## config.mk

```make
export PLATFORM = sky130hd
export DESIGN_NAME = ptli_divider
export DESIGN_NICKNAME = d
export VERILOG_FILES = /design/src/rtl/ptli_pkg.sv /design/src/rtl/ptli_divider.sv
export SDC_FILE = /design/constraint.sdc
export NUM_CORES = 1
export LEC_CHECK = 0
export BUFFER_PORTS_ARGS = -buffer_cell sky130_fd_sc_hd__buf_2
export CAP_MARGIN = 20
export CELL_PAD_IN_SITES_DETAIL_PLACEMENT = 1
export CELL_PAD_IN_SITES_GLOBAL_PLACEMENT = 1
export CORE_MARGIN = 2
export CORE_UTILIZATION = 35
export DETAILED_ROUTE_END_ITERATION = 10
export PLACE_DENSITY_LB_ADDON = 0.1
export SLEW_MARGIN = 40
export SYNTH_ARGS = -nofsm -noshare
export SYNTH_HDL_FRONTEND = slang
export SYNTH_SLANG_ARGS = --single-unit
```

## constraint.sdc

```tcl
create_clock -name clock -period 4.19 [get_ports clock]
set_input_delay 0.838 -clock clock [delete_from_list [all_inputs] [get_ports clock]]
set_output_delay 0.838 -clock clock [all_outputs]
set_load 0.03 [all_outputs]
```

## src/rtl/ptli_pkg.sv

```systemverilog
// Package for the profile table linear interpolator.
// Request and response payload types and request function codes.
// No dependencies.
package ptli_pkg;

   localparam logic [1:0] FUNC_CLEAR  = 2'd0;
   localparam logic [1:0] FUNC_APPEND = 2'd1;
   localparam logic [1:0] FUNC_QUERY  = 2'd2;

   typedef struct packed {
      logic [1:0]         func;
      logic signed [31:0] position;
      logic [31:0]        point_value;
   } req_type;

   typedef struct packed {
      logic [31:0] interpolated_value;
      logic        found;
      logic        table_full;
   } rsp_type;

endpackage

```

## src/rtl/ptli_divider.sv

```systemverilog
// Serial restoring divider, one quotient bit per cycle.
// Requires dividend[63:32] < divisor so the quotient fits in 32 bits.
// Uses ptli_pkg (no items needed beyond the import convention).
module ptli_divider import ptli_pkg::*; (
   input  logic        clock,
   input  logic        reset,
   input  logic        start,
   input  logic [63:0] dividend,
   input  logic [31:0] divisor,
   output logic        done,
   output logic [31:0] quotient
);

   logic        busy_ff;
   logic        done_ff;
   logic [4:0]  cnt_ff;
   logic [31:0] rem_ff;
   logic [31:0] quo_ff;
   logic [31:0] div_ff;

   logic [32:0] trial;
   logic [32:0] diff;
   logic        take;

   assign trial = {rem_ff, quo_ff[31]};
   assign diff  = trial - {1'b0, div_ff};
   assign take  = ~diff[32];

   always_ff @(posedge clock) begin
      if (reset) begin
         busy_ff <= 1'b0;
         done_ff <= 1'b0;
         cnt_ff  <= '0;
      end else begin
         done_ff <= 1'b0;
         if (start) begin
            busy_ff <= 1'b1;
            cnt_ff  <= 5'd31;
         end else if (busy_ff) begin
            cnt_ff <= cnt_ff - 5'd1;
            if (cnt_ff == 5'd0) begin
               busy_ff <= 1'b0;
               done_ff <= 1'b1;
            end
         end
      end
   end

   // datapath, no reset needed
   always_ff @(posedge clock) begin
      if (start) begin
         rem_ff <= dividend[63:32];
         quo_ff <= dividend[31:0];
         div_ff <= divisor;
      end else if (busy_ff) begin
         rem_ff <= take ? diff[31:0] : trial[31:0];
         quo_ff <= {quo_ff[30:0], take};
      end
   end

   assign done     = done_ff;
   assign quotient = quo_ff;

endmodule

```

=== Word level (Yosys, flattened, before mapping) ===
Index checks and enable logic that the tools add are counted.
Widths: inputs -> output; s select.

* Register bits after elaboration: 103
* Output and inout port bits: 33

* Add/sub/neg operators: 2
* Multiplexer cells: 11
* Bitwise logic cells: 2
* Reduce and logical (&&, ||, !) cells: 3

{| class="wikitable"
|+ Operator list
! cell !! count
|-
| $mux 32 || 5
|-
| $sub 33x32->33 || 1
|-
| $mux 5 || 2
|-
| $logic_not 5->1 || 1
|-
| $sub 5x1->5 const B || 1
|-
| $mux 1 || 4
|-
| $reduce_or 3->1 || 1
|-
| $not 1->1 || 2
|-
| $reduce_bool 2->1 || 1
|}

=== Depth between registers and ports, before layout ===
* Depth in word-level cells: 4
* Mapped depth: 14

=== Worst setup path before layout ===
No wires, ideal clock.

* Path type: register to register
* From: register quo_ff[31], in the netlist quotient[31]
* To: register rem_ff[19] (data pin)
* Library setup time: 0.260 ns
* Arrival: 3.300 ns
* Required time: 3.930 ns
* Path slack: 0.630 ns
* Cell stages (with the launch flop): 13
* Path buffers: 0
* Cells stage by stage: edfxtp_1 -> inv_1 -> ha_1 -> fa_1 -> nand2b_1 -> a2111oi_0 -> or4b_4 -> a31oi_1 -> o21ai_2 -> a31oi_4 -> xor2_2 -> mux2_2 -> mux2_2

* Cells in the longest elaborated chain, start to end: 4

{| class="wikitable"
|+ Ends and longest elaborated chain
! what !! RTL line !! RTL
|-
| start, declared || ptli_divider.sv:18 || <nowiki>logic [31:0] quo_ff;</nowiki>
|-
| start signal, assigned || ptli_divider.sv:53 || <nowiki>quo_ff <= dividend[31:0];</nowiki>
|-
| start signal, assigned || ptli_divider.sv:57 || <nowiki>quo_ff <= {quo_ff[30:0], take};</nowiki>
|-
| $sub 33x32->33 || ptli_divider.sv:26 || <nowiki>assign diff = trial - {1'b0, div_ff};</nowiki>
|-
| $mux 32 || ptli_divider.sv:56 || <nowiki>rem_ff <= take ? diff[31:0] : trial[31:0];</nowiki>
|-
| $mux 32 || ptli_divider.sv:55 || <nowiki>end else if (busy_ff) begin</nowiki>
|-
| $mux 32 || ptli_divider.sv:51 || <nowiki>if (start) begin</nowiki>
|-
| end signal, assigned || ptli_divider.sv:52 || <nowiki>rem_ff <= dividend[63:32];</nowiki>
|-
| end signal, assigned || ptli_divider.sv:56 ||
|-
| end, declared || ptli_divider.sv:17 || <nowiki>logic [31:0] rem_ff;</nowiki>
|}

No other way between the ends. The select of a mux whose other input is x is not followed.
A chain may end at the register's enable or synchronous reset.

=== Worst setup path in the final report ===
* From: register quo_ff[31], in the netlist quotient[31]
* To: register rem_ff[3] (data pin)

The elaborated chain is that of the path after synthesis.

==> flow_summary.yaml <==
sta:
  tns_ns: 0
  finalCritPeriodShare_pct: 88.8
  rsz0062_at_grt: "no"
  holdWs_ns: 0.572
  final-setup-viol-count: 0
  fin_skew_ns: 0.0148
  finalWorstSetupSlack_ns: 0.470
  slew_violations: 0
  post-route-min-period_ns: 3.72
  relSlewSlack_pct: 46.0
  worst_pin_slew_ns: 0.799
  hold_viol_final: 0
  max_freq_ghz: 0.269
setup_path:
  cp_max_fo: 18
  path_class: "reg2reg"
  cpPeakStageDelay_ns: 0.47
  worstPathCellList: "inv_1 -> ha_1 -> fa_1 -> nand2b_1 -> a2111oi_1 -> or4b_4 -> a31oi_1 -> o21ai_2 -> a31oi_4 -> xor2_4 -> buf_4 -> buf_4 -> o311ai_0"
  cp_common_cell: "buf_4"
  cp_slowest_cell: "a2111oi_1"
  cp-end-kind: "flop"
  cp.required_ns: 4.34
  crit_arrival_ns: 3.86
  setup.worst_path.start_class: "flop"
logic_synthesis:
  synth_warnings: 0
  synth_flop_cell: "edfxtp_1"
  syn-instance-count: 556
  synthTopCellsByArea: "edfxtp_1, ha_1, mux2_2, nand2_1, nand3b_1"
  netlist_area_sq_mm: 0.00616
  synthMostInstantiatedCell: "edfxtp_1"
  avgSynthCellArea_sq_um: 11.1
  yosysSeqAreaShare_pct: 49.1
  synth-edff-count: 96
  yosysTopAreaCellShare_pct: 46.8
  ys_async_sr_fraction_pct: 0
  synthDistinctLibCells: 62
  synth_common_cells: "edfxtp_1, nand2_1, inv_1"
  synth_top_area_cell: "edfxtp_1"
  synth.net_count: 690
  ys_ff_latch: 103
clocking:
  cts_hold_buf: 0
  clk_pin_slew_ns: 0.08
  cts-root-buf: "clkbuf_16"
  clk_latency_ns: 0.37
  ctsHtreeMaxLevel: 3
  clock_path_buffers: 2
  cts_tree: "built"
  cts_made_buffers: 9
  clock_sinks: 103
drt:
  dr.pass1.iters: 4
  drc_errors: 0
  viasPerCell: 5.19
  ant_nets: 0
  wl_per_cell_um: 17.4
  vias: 4688
  wirelength_mm: 15.7
  drt_iter0_drc: 322
cells_and_area:
  postLayoutCoreUtil_pct: 42.6
  fin_cells: 903
  antenna_cells: 0
  seqCellArea_sq_mm: 0.00302
  stdcell_area_sq_mm: 0.00734
  fill_cells: 1927
  syn_to_final_growth_pct: 19.1
  multiInputGateArea_sq_mm: 0.00286
  final_nets: 807
  drive_gt1_share_pct: 28.8
status:
  outcome: "finished, final reports clean"
place:
  port_buffers: 131
  dp.cells: 887
  dpl_cell_area_sq_mm: 0.00703
  pre_cts_slack_ns: 0.354
  gp_congestion: 0.825
  post-dp-hpwl_mm: 11.4
global_routing:
  grt_usage_pct: 17.6
  grt_pass1_vias: 5044
  grt_pass1_wl_mm: 25.5
  grt_start_max_net_pins: 161
  antenna_found_initial: 2
  overflow: 0
pwr:
  pwr_density_cell_mw_per_mm2: 668
  ir_drop_mv: 0.303
  p_leak_nw: 3.07
  total_power_mw: 4.91
floorplan:
  start_util_pct: 35.8
  core_sq_mm: 0.0172
  dieWidth_um: 137
  die-area_sq_mm: 0.0187
  io_pins: 132
  die_h_um: 137
  row_count: 48
worst_hold_path:
  hold_path_class: "reg2reg"
job:
  cap_violations: 0
## cell families after synthesis
family / Yosys count / synth area share, %
AOI/OAI and AO/OA: 125 / 14.5
xor gates and xnor gates: 34 / 4.95
adders and majority gates: 35 / 7.23
buffers and inverters: 70 / 4.69
DFF: 103 / 49.1
muxes: 35 / 6.36
and+or+nand+nor: 154 / 13.3
## sequential cells by signal (all words and copies together) (netlist names)
name / flops
busy_ff: 1
cnt_ff: 5
div_ff: 32
done: 1
quotient: 32
rem_ff: 32
## power by group
group          switching [mW]  total (mW)  internal, mW  leakage [nW]
Clock                   0.440       0.921         0.481         0.156
Sequential              0.141        1.58          1.44          1.02
Combinational            1.42        2.41         0.987          1.90
## worst max-delay path, delay by kind of cell (launching register included)
| kind | cells | cell delay [ns] |
|---|---|---|
| AOI/OAI and AO/OA | 5 | 1.42 |
| DFF | 1 | 0.35 |
| xor gates and xnor gates | 1 | 0.17 |
| and+or+nand+nor | 2 | 0.45 |
| buffers and inverters | 3 | 0.48 |
| adders and majority gates | 2 | 0.64 |
## cells in the final DEF, fill, tap and decap left out, types with 18 or more instances in the layout
cell type | netlist | final
buf_2 | 3 | 130
edfxtp_1 | 96 | 96
nand2_1 | 47 | 47
inv_1 | 40 | 40
ha_1 | 34 | 34
mux2_2 | 33 | 33
a21oi_1 | 30 | 30
nor2_1 | 29 | 29
nand3b_1 | 23 | 23
xor2_1 | 18 | 18
## final cells by class
cell class | count | share of cell area [%]
Clock buffer | 9 | 3.07
Clock inverter | 7 | 1.18
Timing Repair Buffer | 136 | 9.70
Multi-Input combinational cell | 383 | 39.0
Sequential cell | 103 | 41.2
Inverter | 40 | 2.05
Tap cell | 225 | 3.84
## per-layer routing
metal / track usage, % / vias up / part of all wire [%]
li1: - / 2309 / -
met1: 22.2 / 2250 / 46
met2: 28.8 / 111 / 46
met3: 6.63 / 16 / 7.1
met4: 3.99 / 2 / 0.87
met5: 0 / - / 0.083
## worst paths after layout
check / from / endpoint / slack [ns] / cells past startpoint
max reg2reg: quotient[31] / rem_ff[3] / 0.47 / 13
min: cnt_ff[4] / done / 0.57 / 2
min reg2reg: cnt_ff[4] / done / 0.57 / 2
max: quotient[31] / rem_ff[3] / 0.47 / 13
## timing repair
item / in CTS / in global routing
resized for setup: 0 / 1
setup buffers: 0 / 0
endpoints found under the setup margin: 0 / 1
Note: power is estimated with default switching activity, not from simulation.
